==> src/rtl/luhn_pkg.sv <==
// ----------------------------------------------------------------------------
// luhn_pkg
// Shared constants, types and helpers for the Luhn mod-10 card number check.
// ----------------------------------------------------------------------------
package luhn_pkg;

   // Largest number of decimal digits a card number may have
   localparam int MAX_DIGITS = 19;

   // Field widths
   localparam int NUM_W   = 64;
   localparam int COUNT_W = 5;
   localparam int KIND_W  = 2;
   localparam int DIGIT_W = 4;

   // Internal widths
   localparam int BCD_W     = DIGIT_W * MAX_DIGITS;
   localparam int DIG_IDX_W = $clog2(MAX_DIGITS);
   localparam int BIT_IDX_W = $clog2(NUM_W);

   // Card class rules
   localparam int LEN_SHORT = 13;
   localparam int LEN_MID   = 15;
   localparam int LEN_LONG  = 16;
   localparam int LEAD_FOUR = 4;

   // 10 ** n, evaluated at elaboration
   function automatic logic [NUM_W-1:0] pow10(input int n);
      logic [NUM_W-1:0] acc;
      acc = NUM_W'(1);
      for (int k = 0; k < n; k++) begin
         acc = acc * NUM_W'(10);
      end
      return acc;
   endfunction

   // Smallest value with more than MAX_DIGITS decimal digits
   localparam logic [NUM_W-1:0] DIGIT_LIMIT = pow10(MAX_DIGITS);

   // Card class codes
   typedef enum logic [KIND_W-1:0] {
      KIND_NONE   = 2'd0,
      KIND_PFX4   = 2'd1,
      KIND_PFX3X  = 2'd2,
      KIND_PFX5X  = 2'd3
   } kind_type;

   // Sequencer states
   typedef enum logic [1:0] {
      S_IDLE = 2'd0,
      S_CONV = 2'd1,
      S_SCAN = 2'd2,
      S_DONE = 2'd3
   } state_type;

endpackage

==> src/rtl/luhn_card_number_check.sv <==
// ----------------------------------------------------------------------------
// luhn_card_number_check
// Converts a binary card number to decimal digits one bit per cycle, then
// walks the digits one per cycle to form the Luhn sum, digit count and class.
// ----------------------------------------------------------------------------
//  channel | ports                                      | direction
//  --------+--------------------------------------------+----------
//  request | req_valid, req_ready, req_card_number      | in
//  result  | rsp_valid, rsp_ready, rsp_luhn_valid,      | out
//          | rsp_digit_count, rsp_card_kind             |
//
//  One beat passes through a 64-step shift-and-add-3 conversion, then one digit
//  per cycle through the sum unit.
//  req_ready is high only while the sequencer is idle.
//  The result sits in an output register; a new beat may be accepted while it
//  waits. A finished item holds in S_DONE while that register is full and rsp_ready is low.
//  Synchronous active-high reset clears the sequencer and rsp_valid.
// ----------------------------------------------------------------------------
module luhn_card_number_check (
   input  logic                          clock,
   input  logic                          reset,
   input  logic                          req_valid,
   output logic                          req_ready,
   input  logic [luhn_pkg::NUM_W-1:0]    req_card_number,
   output logic                          rsp_valid,
   input  logic                          rsp_ready,
   output logic                          rsp_luhn_valid,
   output logic [luhn_pkg::COUNT_W-1:0]  rsp_digit_count,
   output logic [luhn_pkg::KIND_W-1:0]   rsp_card_kind
);

   localparam int BCD_W = luhn_pkg::BCD_W;
   localparam int DW    = luhn_pkg::DIGIT_W;

   luhn_pkg::state_type state_ff, state_in;

   logic [luhn_pkg::NUM_W-1:0]     bin_ff, bin_in;
   logic [BCD_W-1:0]               bcd_ff, bcd_in;
   logic [luhn_pkg::BIT_IDX_W-1:0] bit_cnt_ff, bit_cnt_in;
   logic [luhn_pkg::DIG_IDX_W-1:0] dig_cnt_ff, dig_cnt_in;
   logic [luhn_pkg::DIG_IDX_W-1:0] nz_pos_ff, nz_pos_in;
   logic                           over_ff, over_in;
   logic [DW-1:0]                  sum_ff, sum_in;
   logic [DW-1:0]                  prev_ff, prev_in;
   logic [DW-1:0]                  lead_ff, lead_in;
   logic [DW-1:0]                  next_ff, next_in;

   logic                           rsp_valid_ff, rsp_valid_in;
   logic                           rsp_luhn_ff, rsp_luhn_in;
   logic [luhn_pkg::COUNT_W-1:0]   rsp_count_ff, rsp_count_in;
   logic [luhn_pkg::KIND_W-1:0]    rsp_kind_ff, rsp_kind_in;

   logic                           accept;
   logic                           conv_last;
   logic                           scan_last;
   logic                           load_rsp;
   logic [BCD_W-1:0]               bcd_adj;
   logic [DW-1:0]                  digit;
   logic [DW:0]                    dbl;
   logic [DW-1:0]                  contrib;
   logic [DW:0]                    sum_raw;
   logic                           res_valid;
   logic [luhn_pkg::COUNT_W-1:0]   res_count;
   luhn_pkg::kind_type             res_kind;

   assign accept    = req_valid && req_ready;
   assign conv_last = (bit_cnt_ff == luhn_pkg::BIT_IDX_W'(luhn_pkg::NUM_W - 1));
   assign scan_last = (dig_cnt_ff == luhn_pkg::DIG_IDX_W'(luhn_pkg::MAX_DIGITS - 1));
   assign load_rsp  = (state_ff == luhn_pkg::S_DONE) && (!rsp_valid_ff || rsp_ready);

   // Next state
   always_comb begin
      state_in = state_ff;
      unique case (state_ff)
         luhn_pkg::S_IDLE: if (accept)    state_in = luhn_pkg::S_CONV;
         luhn_pkg::S_CONV: if (conv_last) state_in = luhn_pkg::S_SCAN;
         luhn_pkg::S_SCAN: if (scan_last) state_in = luhn_pkg::S_DONE;
         luhn_pkg::S_DONE: if (load_rsp)  state_in = luhn_pkg::S_IDLE;
         default:                         state_in = luhn_pkg::S_IDLE;
      endcase
   end

   // Add 3 to every BCD digit of 5 or more before the shift
   always_comb begin
      for (int i = 0; i < luhn_pkg::MAX_DIGITS; i++) begin
         if (bcd_ff[i*DW +: DW] >= DW'(5)) begin
            bcd_adj[i*DW +: DW] = bcd_ff[i*DW +: DW] + DW'(3);
         end else begin
            bcd_adj[i*DW +: DW] = bcd_ff[i*DW +: DW];
         end
      end
   end

   // Weight one digit and fold it into the running sum mod 10
   always_comb begin
      digit = bcd_ff[DW-1:0];
      dbl   = {digit, 1'b0};
      if (!dig_cnt_ff[0]) begin
         contrib = digit;
      end else if (dbl >= (DW+1)'(10)) begin
         contrib = DW'(dbl - (DW+1)'(9));
      end else begin
         contrib = dbl[DW-1:0];
      end
      sum_raw = {1'b0, sum_ff} + {1'b0, contrib};
   end

   // Datapath updates driven by the sequencer
   always_comb begin
      bin_in     = bin_ff;
      bcd_in     = bcd_ff;
      bit_cnt_in = bit_cnt_ff;
      dig_cnt_in = dig_cnt_ff;
      nz_pos_in  = nz_pos_ff;
      over_in    = over_ff;
      sum_in     = sum_ff;
      prev_in    = prev_ff;
      lead_in    = lead_ff;
      next_in    = next_ff;
      unique case (state_ff)
         luhn_pkg::S_IDLE: begin
            if (accept) begin
               bin_in     = req_card_number;
               bcd_in     = '0;
               bit_cnt_in = '0;
               dig_cnt_in = '0;
               nz_pos_in  = '0;
               over_in    = (req_card_number >= luhn_pkg::DIGIT_LIMIT);
               sum_in     = '0;
               prev_in    = '0;
               lead_in    = '0;
               next_in    = '0;
            end
         end
         luhn_pkg::S_CONV: begin
            bcd_in     = {bcd_adj[BCD_W-2:0], bin_ff[luhn_pkg::NUM_W-1]};
            bin_in     = {bin_ff[luhn_pkg::NUM_W-2:0], 1'b0};
            bit_cnt_in = bit_cnt_ff + luhn_pkg::BIT_IDX_W'(1);
         end
         luhn_pkg::S_SCAN: begin
            bcd_in     = {DW'(0), bcd_ff[BCD_W-1:DW]};
            dig_cnt_in = dig_cnt_ff + luhn_pkg::DIG_IDX_W'(1);
            sum_in     = (sum_raw >= (DW+1)'(10)) ? DW'(sum_raw - (DW+1)'(10))
                                                  : sum_raw[DW-1:0];
            prev_in    = digit;
            if (digit != '0) begin
               nz_pos_in = dig_cnt_ff;
               lead_in   = digit;
               next_in   = prev_ff;
            end
         end
         luhn_pkg::S_DONE: begin
         end
         default: begin
         end
      endcase
   end

   // Form the result from the finished scan
   always_comb begin
      res_valid = !over_ff && (sum_ff == '0);
      res_count = over_ff ? luhn_pkg::COUNT_W'(luhn_pkg::MAX_DIGITS)
                          : luhn_pkg::COUNT_W'(nz_pos_ff) + luhn_pkg::COUNT_W'(1);
      res_kind  = luhn_pkg::KIND_NONE;
      if (res_valid) begin
         priority if (((res_count == luhn_pkg::COUNT_W'(luhn_pkg::LEN_SHORT)) ||
                       (res_count == luhn_pkg::COUNT_W'(luhn_pkg::LEN_LONG))) &&
                      (lead_ff == DW'(luhn_pkg::LEAD_FOUR))) begin
            res_kind = luhn_pkg::KIND_PFX4;
         end else if ((res_count == luhn_pkg::COUNT_W'(luhn_pkg::LEN_MID)) &&
                      (lead_ff == DW'(3)) &&
                      ((next_ff == DW'(4)) || (next_ff == DW'(7)))) begin
            res_kind = luhn_pkg::KIND_PFX3X;
         end else if ((res_count == luhn_pkg::COUNT_W'(luhn_pkg::LEN_LONG)) &&
                      (lead_ff == DW'(5)) &&
                      (next_ff >= DW'(1)) && (next_ff <= DW'(5))) begin
            res_kind = luhn_pkg::KIND_PFX5X;
         end else begin
            res_kind = luhn_pkg::KIND_NONE;
         end
      end
   end

   // Output register: load when done, drop on a taken beat
   always_comb begin
      rsp_luhn_in  = rsp_luhn_ff;
      rsp_count_in = rsp_count_ff;
      rsp_kind_in  = rsp_kind_ff;
      if (load_rsp) begin
         rsp_valid_in = 1'b1;
         rsp_luhn_in  = res_valid;
         rsp_count_in = res_count;
         rsp_kind_in  = res_kind;
      end else if (rsp_ready) begin
         rsp_valid_in = 1'b0;
      end else begin
         rsp_valid_in = rsp_valid_ff;
      end
   end

   // Control registers
   always_ff @(posedge clock) begin
      if (reset) begin
         state_ff     <= luhn_pkg::S_IDLE;
         rsp_valid_ff <= 1'b0;
      end else begin
         state_ff     <= state_in;
         rsp_valid_ff <= rsp_valid_in;
      end
   end

   // Payload registers
   always_ff @(posedge clock) begin
      bin_ff       <= bin_in;
      bcd_ff       <= bcd_in;
      bit_cnt_ff   <= bit_cnt_in;
      dig_cnt_ff   <= dig_cnt_in;
      nz_pos_ff    <= nz_pos_in;
      over_ff      <= over_in;
      sum_ff       <= sum_in;
      prev_ff      <= prev_in;
      lead_ff      <= lead_in;
      next_ff      <= next_in;
      rsp_luhn_ff  <= rsp_luhn_in;
      rsp_count_ff <= rsp_count_in;
      rsp_kind_ff  <= rsp_kind_in;
   end

   assign req_ready       = (state_ff == luhn_pkg::S_IDLE);
   assign rsp_valid       = rsp_valid_ff;
   assign rsp_luhn_valid  = rsp_luhn_ff;
   assign rsp_digit_count = rsp_count_ff;
   assign rsp_card_kind   = rsp_kind_ff;

   // Checks
   a_start_conv: assert property (@(posedge clock) disable iff (reset)
      accept |=> (state_ff == luhn_pkg::S_CONV) && (bit_cnt_ff == '0))
      else $error("conversion did not start after an accepted beat");

   a_conv_to_scan: assert property (@(posedge clock) disable iff (reset)
      (state_ff == luhn_pkg::S_CONV) && conv_last |=>
         (state_ff == luhn_pkg::S_SCAN) && (dig_cnt_ff == '0))
      else $error("scan did not follow the last conversion step");

   a_kind_needs_valid: assert property (@(posedge clock) disable iff (reset)
      rsp_valid && (rsp_card_kind != luhn_pkg::KIND_NONE) |-> rsp_luhn_valid)
      else $error("card class reported on a failed check");

   a_count_range: assert property (@(posedge clock) disable iff (reset)
      rsp_valid |-> (rsp_digit_count != '0) &&
                    (rsp_digit_count <= luhn_pkg::COUNT_W'(luhn_pkg::MAX_DIGITS)))
      else $error("digit count out of range");

   a_done_holds: assert property (@(posedge clock) disable iff (reset)
      (state_ff == luhn_pkg::S_DONE) && rsp_valid_ff && !rsp_ready |=>
         (state_ff == luhn_pkg::S_DONE))
      else $error("finished item lost while the output register was full");

endmodule
==> config.mk <==
export PLATFORM = sky130hd
export DESIGN_NAME = luhn_card_number_check
export DESIGN_NICKNAME = d
export VERILOG_FILES = /design/src/rtl/luhn_pkg.sv /design/src/rtl/luhn_card_number_check.sv
export SDC_FILE = /design/constraint.sdc
export NUM_CORES = 1
export LEC_CHECK = 0
export BUFFER_PORTS_ARGS = -buffer_cell sky130_fd_sc_hd__clkbuf_2
export CAP_MARGIN = 20
export CORE_ASPECT_RATIO = 1.5
export CORE_MARGIN = 1
export CORE_UTILIZATION = 40
export CTS_BUF_LIST = sky130_fd_sc_hd__clkbuf_8
export DETAILED_ROUTE_END_ITERATION = 10
export PLACE_DENSITY = 0.59
export SLEW_MARGIN = 15
export SYNTH_ARGS = -nofsm -noshare
export SYNTH_HDL_FRONTEND = slang
export SYNTH_SLANG_ARGS = --single-unit
==> constraint.sdc <==
create_clock -name clock -period 9.7 [get_ports clock]
set_clock_uncertainty 0.05 [all_clocks]
set_input_delay 0.97 -clock clock [delete_from_list [all_inputs] [get_ports clock]]
set_output_delay 0.97 -clock clock [all_outputs]
set_load 0.02 [all_outputs]
# Word level (Yosys, flattened, before mapping)
# Cells that the tools add are included.
[word_totals]
ff_bits = 184
input_bits = 68
output_inout_bits = 10
elab_cells = 162
[classes]
n_addsub = 25
order_cmp = 24
n_eq_ne = 18
n_mux = 50
bitwise_logic = 1
n_reduce_logical = 28
[op_table]
columns = ["cell", "count"]
rows = [
  ["76-bit case mux with 3 select lines", 1],
  ["64-bit case mux with 2 select lines", 1],
  ["4-bit 2-to-1 mux", 24],
  ["4-bit by 3-bit >= comparator with 1-bit output, second input constant", 19],
  ["76-bit 2-to-1 mux", 1],
  ["4-bit by 2-bit adder with 4-bit output, second input constant", 18],
  ["64-bit >= comparator, second input constant", 1],
  ["64-bit 2-to-1 mux", 1],
  ["4-bit case mux with 2 select lines", 4],
  ["5-bit case mux with 2 select lines", 2],
  ["4-bit by 3-bit equality test with 1-bit output, second input constant", 4],
  ["5-bit 2-to-1 mux", 3],
  ["2-bit 2-to-1 mux", 6],
  ["6-bit case mux with 2 select lines", 1],
  ["5-bit by 1-bit adder with 5-bit output, second input constant", 2],
  ["5-bit by 4-bit equality test with 1-bit output, second input constant", 2],
  ["5-bit equality test, second input constant", 2],
  ["5-bit by 4-bit >= comparator with 1-bit output, second input constant", 2],
  ["1-bit logical AND", 9],
  ["2-bit inequality test, second input constant", 4],
  ["2-bit case mux with 4 select lines", 1],
  ["2-bit AND reduction", 4],
  ["4-bit subtractor, second input constant", 2],
  ["6-bit by 1-bit adder with 6-bit output, second input constant", 1],
  ["23 further kinds", 31],
]

# Longest topological paths before layout
[depth]
ltp_word = 9
ltp_mapped = 13
depth_no_buf = 13

# Worst setup path after synthesis
# Ideal clock, no wire load.
[synth_timing]
kind = "flip-flop to flip-flop"
start = "register state_ff[1]"
end = "register bin_ff[0] (netlist bit), enable pin"
setup_ns = 0.595
arrival_ns = 6.340
required_ns = 9.055
slack_ns = 2.715
stages_incl_launch_ff = 8
n_path_buf = 3
period_less_slack_ns = 6.985
cell_sequence = "dfxtp_1 -> inv_1 -> ha_1 -> clkbuf_1 -> buf_2 -> buf_1 -> inv_2 -> o21ai_0"
[synth_via]
elab_chain_len = 4
elab_cells_between_ends = 6
classes_between = "eq/ne: 2; reduce/logical: 4"
[synth_lines]
columns = ["element", "line", "text"]
rows = [
  ["from (decl)", "luhn_card_number_check.sv:35", "luhn_pkg::state_type state_ff, state_in;"],
  ["from (signal assigned)", "luhn_card_number_check.sv:204", "state_ff <= luhn_pkg::S_IDLE;"],
  ["from (signal assigned)", "luhn_card_number_check.sv:207", "state_ff <= state_in;"],
  ["2-bit zero test", "luhn_card_number_check.sv:120, luhn_card_number_check.sv:229", ""],
  ["1-bit logical AND", "luhn_card_number_check.sv:66", "assign accept = req_valid && req_ready;"],
  ["2-bit by 1-bit inequality test with 1-bit output (no line)", "n/a", ""],
  ["2-bit AND reduction (no line) (*)", "n/a", ""],
  ["to (signal assigned)", "luhn_card_number_check.sv:214", "bin_ff <= bin_in;"],
  ["to (decl)", "luhn_card_number_check.sv:37", "logic [luhn_pkg::NUM_W-1:0] bin_ff, bin_in;"],
]
# Every way passes the cells marked *; elsewhere a longest branch is shown, timed or not.
# A chain may end at the register's enable or synchronous reset.

# Final worst setup path
[layout_timing]
start = "register bcd_ff[1]"
end = "register sum_ff[1] (data pin)"
[layout_via]
elab_chain_len = 7
elab_cells_between_ends = 9
classes_between = "add/sub: 3; order compare: 2; mux: 4"
[layout_lines]
columns = ["element", "line", "text"]
rows = [
  ["from (decl)", "luhn_card_number_check.sv:38", "logic [BCD_W-1:0] bcd_ff, bcd_in;"],
  ["from (signal assigned)", "luhn_card_number_check.sv:215", "bcd_ff <= bcd_in;"],
  ["5-bit by 4-bit >= comparator with 1-bit output / 4-bit subtractor (equally long branches)", "luhn_card_number_check.sv:100, luhn_card_number_check.sv:101", ""],
  ["4-bit 2-to-1 mux", "luhn_card_number_check.sv:100", "end else if (dbl >= (DW+1)'(10)) begin"],
  ["4-bit 2-to-1 mux (*)", "luhn_card_number_check.sv:98", "if (!dig_cnt_ff[0]) begin"],
  ["4-bit by 4-bit adder with 5-bit output (*)", "luhn_card_number_check.sv:105", "sum_raw = {1'b0, sum_ff} + {1'b0, contrib};"],
  ["4-bit subtractor / 5-bit by 4-bit >= comparator with 1-bit output (equally long branches)", "luhn_card_number_check.sv:143", "sum_in = (sum_raw >= (DW+1)'(10)) ? DW'(sum_raw - (DW+1)'(10))"],
  ["4-bit 2-to-1 mux (*)", "luhn_card_number_check.sv:143", ""],
  ["4-bit case mux with 2 select lines (*)", "luhn_card_number_check.sv:120", "unique case (state_ff)"],
  ["to (signal assigned)", "luhn_card_number_check.sv:220", "sum_ff <= sum_in;"],
  ["to (decl)", "luhn_card_number_check.sv:43", "logic [DW-1:0] sum_ff, sum_in;"],
]
# Marks and branches as above.

==> flow_summary.toml <==
[outcome]
run_status = "complete, no violations"

[yosys]
ys_seq_area_share_pct = 56.0
synth_cell_types = 50
synth_common_cells = "edfxtp_1 (181), nand2_1 (85), a21oi_1 (68)"
synth_edf_count = 181
syn_area_per_cell_um2 = 11.5
synthTopCellsByArea = "edfxtp_1 (55%), mux2_2 (6.8%), ha_1 (6.6%), a21oi_1 (3.5%), nand2_1 (3.2%)"
synthesis.area_um2 = 9820
yosysTopAreaCellShare_pct = 55.4
syn_nets = 974
synthesis.instances = 853
synth_warnings = 0
yosysMostFrequentCell = "edfxtp_1"
synth_largest_area_cell = "edfxtp_1"
synth-main-ff-cell = "edfxtp_1"
synthArstFlopShare_pct = 0
ys_ff_latch = 184

[setup_path]
cp.required_ns = 9.88
path_common_cell = "ha_1"
critPathMaxFanout = 6
slowest_delay_ns = 0.45
cp-start-kind = "flip-flop"
worstSetupEndpointType = "flip-flop"
critPathArrivalTime_ns = 3.64
critical_path.cell_chain = "inv_1, ha_1, nand2b_1, a21oi_1, xnor2_1, nand2_1, a21boi_1, fa_1, xor2_1, ha_1, o21ai_1, a2111oi_0, or3_1"
criticalPathCategory = "reg -> reg"
slowest_stage = "edfxtp_1"
crit_buf_inv = 1
cpLargestDelayFamily = "adder cells"

[drt]
drtAntennaViolNets = 0
drc = 0
drt_iter0_markers = 368
routed_wl_um = 17700
wl_per_cell_um = 14.0
dr.pass1.iters = 4
via_per_inst = 5.00
via_count = 6295

[cts]
cts_setup_buffers = 0
ctsResizeCount = 0
cts_hold_buf = 0
cts_max_path_buffers = 2
cts.sinks = 184
cts.clk_slew.worst_paths_ns = 0.11
numCtsBuffers = 17
htreeDepth = 4
tritoncts = "yes"
clock_latency_ns = 0.47
cts_root_buffer = "clkbuf_8"

[die]
die_area_um2 = 25200
initial_core_util_pct = 41.1
core_area_um2 = 23900
die_x_um = 130
ios = 78
die_h_um = 194
rows = 69

[timing]
timing.fmax_mhz = 289
post-route-min-period_ns = 3.46
fin_tns_setup_ns = 0
setup_viol = 0
fin_crit_sh_pct = 35.6
grt_setup_unrepaired = "false"
relSlewSlack_pct = 31.6
worst_pin_slew_ns = 1.03
finalHoldViolations = 0
slew_viol_final = 0

[grt]
grt_pass1_vias = 6471
grtUsageTotal_pct = 15.0
antenna_found_initial = 0
grt-busiest-layer = "met2"
grt_overflow = 0
grt.met1_usage_pct = 17.9
grt_pass1_wl_um = 30100
grt.met3_usage_pct = 4.08
grt_max_degree = 76
met2_usage_pct = 25.7

[final_layout]
nets = 1047
fin_area_um2 = 11000
drive_gt1_share_pct = 19.5
syn_to_final_growth_pct = 11.6
fillCellCount = 2210
antennaDiodeCount = 0

[flow_run]
maxCapViolations = 0

[placement]
place_congestion = 0.711
portBuffers = 77
dp_hpwl_um = 11900
placed_cell_area_um2 = 10600

[power_and_ir_drop]
leakagePower_nw = 3.95
powerDensity_nw_per_um2 = 319
vdd_drop_max_v = 0.000190

[worst_hold_path]
hp-class = "reg -> reg"
-- placed cells by master (no fill, tap or decap), types with 3 or more instances in the layout --
| cell type | instances |
|---|---|
| mux2_1 | 3 |
| a21oi_1 | 68 |
| o31ai_1 | 17 |
| clkbuf_8 | 17 |
| nand3_1 | 9 |
| dfxtp_1 | 3 |
| or3_1 | 5 |
| ha_1 | 51 |
| nor3_1 | 7 |
| inv_6 | 5 |
| nand4_1 | 4 |
| nand2_1 | 84 |
| xnor2_1 | 24 |
| inv_1 | 47 |
| xor2_1 | 25 |
| nand2b_1 | 23 |
| nor3b_1 | 22 |
| edfxtp_1 | 181 |
| inv_8 | 4 |
| nor2b_1 | 8 |
| clkbuf_2 | 77 |
| nor2_1 | 47 |
| buf_4 | 6 |
| mux2_2 | 59 |
| and2_1 | 12 |
| o21ai_0 | 51 |
| or4_1 | 3 |
| o21ai_1 | 35 |
-- flip-flops by register name, indices dropped and copies added (netlist names) --
register,flops
nz_pos_ff,5
rsp_card_kind,2
bcd_ff,76
rsp_valid,1
lead_ff,4
bin_ff,64
rsp_luhn_valid,1
next_ff,4
rsp_digit_count,5
prev_ff,4
bit_cnt_ff,6
over_ff,1
dig_cnt_ff,5
sum_ff,4
state_ff,2
-- final cells by class --
class | instances | area, um2 | share of cell area [%]
clock buffers | 17 | 234 | 2.14
clock inverters | 15 | 159 | 1.45
inverters | 49 | 184 | 1.68
multi-input cells | 591 | 4060 | 37.0
flip-flops and latches | 184 | 5500 | 50.2
well taps | 319 | 399 | 3.64
repair buffers | 83 | 430 | 3.93
-- per-stage QoR --
step                      utilization [%]  instances  power (W)  setup slack [ns]  hold WS, ns
after global routing                 45.8       1258    0.00379              5.91        0.487
after detailed placement             44.2       1226    0.00300              6.29        0.463
after CTS                            45.8       1258    0.00353              6.27        0.482
after global placement               44.2       1226    0.00298              6.37        0.458
final                                45.8       1258    0.00349              6.24        0.483
after floorplan                         -        853    0.00268              2.71        0.453
-- per-layer routing --
layer  vias up  share of wire (%)
met5         -                  0
met4         0                1.3
met3        17                4.0
met2        88                 51
met1      2968                 44
li1       3222                  -
-- where the power goes --
group          total [W]  switching [W]  internal, W
Clock           0.000525       0.000310     0.000215
Combinational    0.00134       0.000788     0.000554
Sequential       0.00162       0.000254      0.00137
-- final timing paths --
| kind | cells after the start | from | to | slack (ns) |
|---|---|---|---|---|
| worst max-delay path | 13 | bcd_ff[1] | sum_ff[1] | 6.24 |
| worst min-delay path | 1 | prev_ff[1] | next_ff[1] | 0.48 |
| worst max register to register | 13 | bcd_ff[1] | sum_ff[1] | 6.24 |
| worst min register to register | 1 | prev_ff[1] | next_ff[1] | 0.48 |
-- cells by family after synthesis --
group                    share of synthesized area (%)
AND/OR/NAND/NOR                                   12.0
AO/OA/AOI/OAI                                     10.6
flip-flops                                        56.0
buffers and inverters                             2.99
multiplexers                                      7.21
adder cells (fa/ha/maj)                           6.83
XOR/XNOR                                          4.37
(Power assumes the default switching activity.)
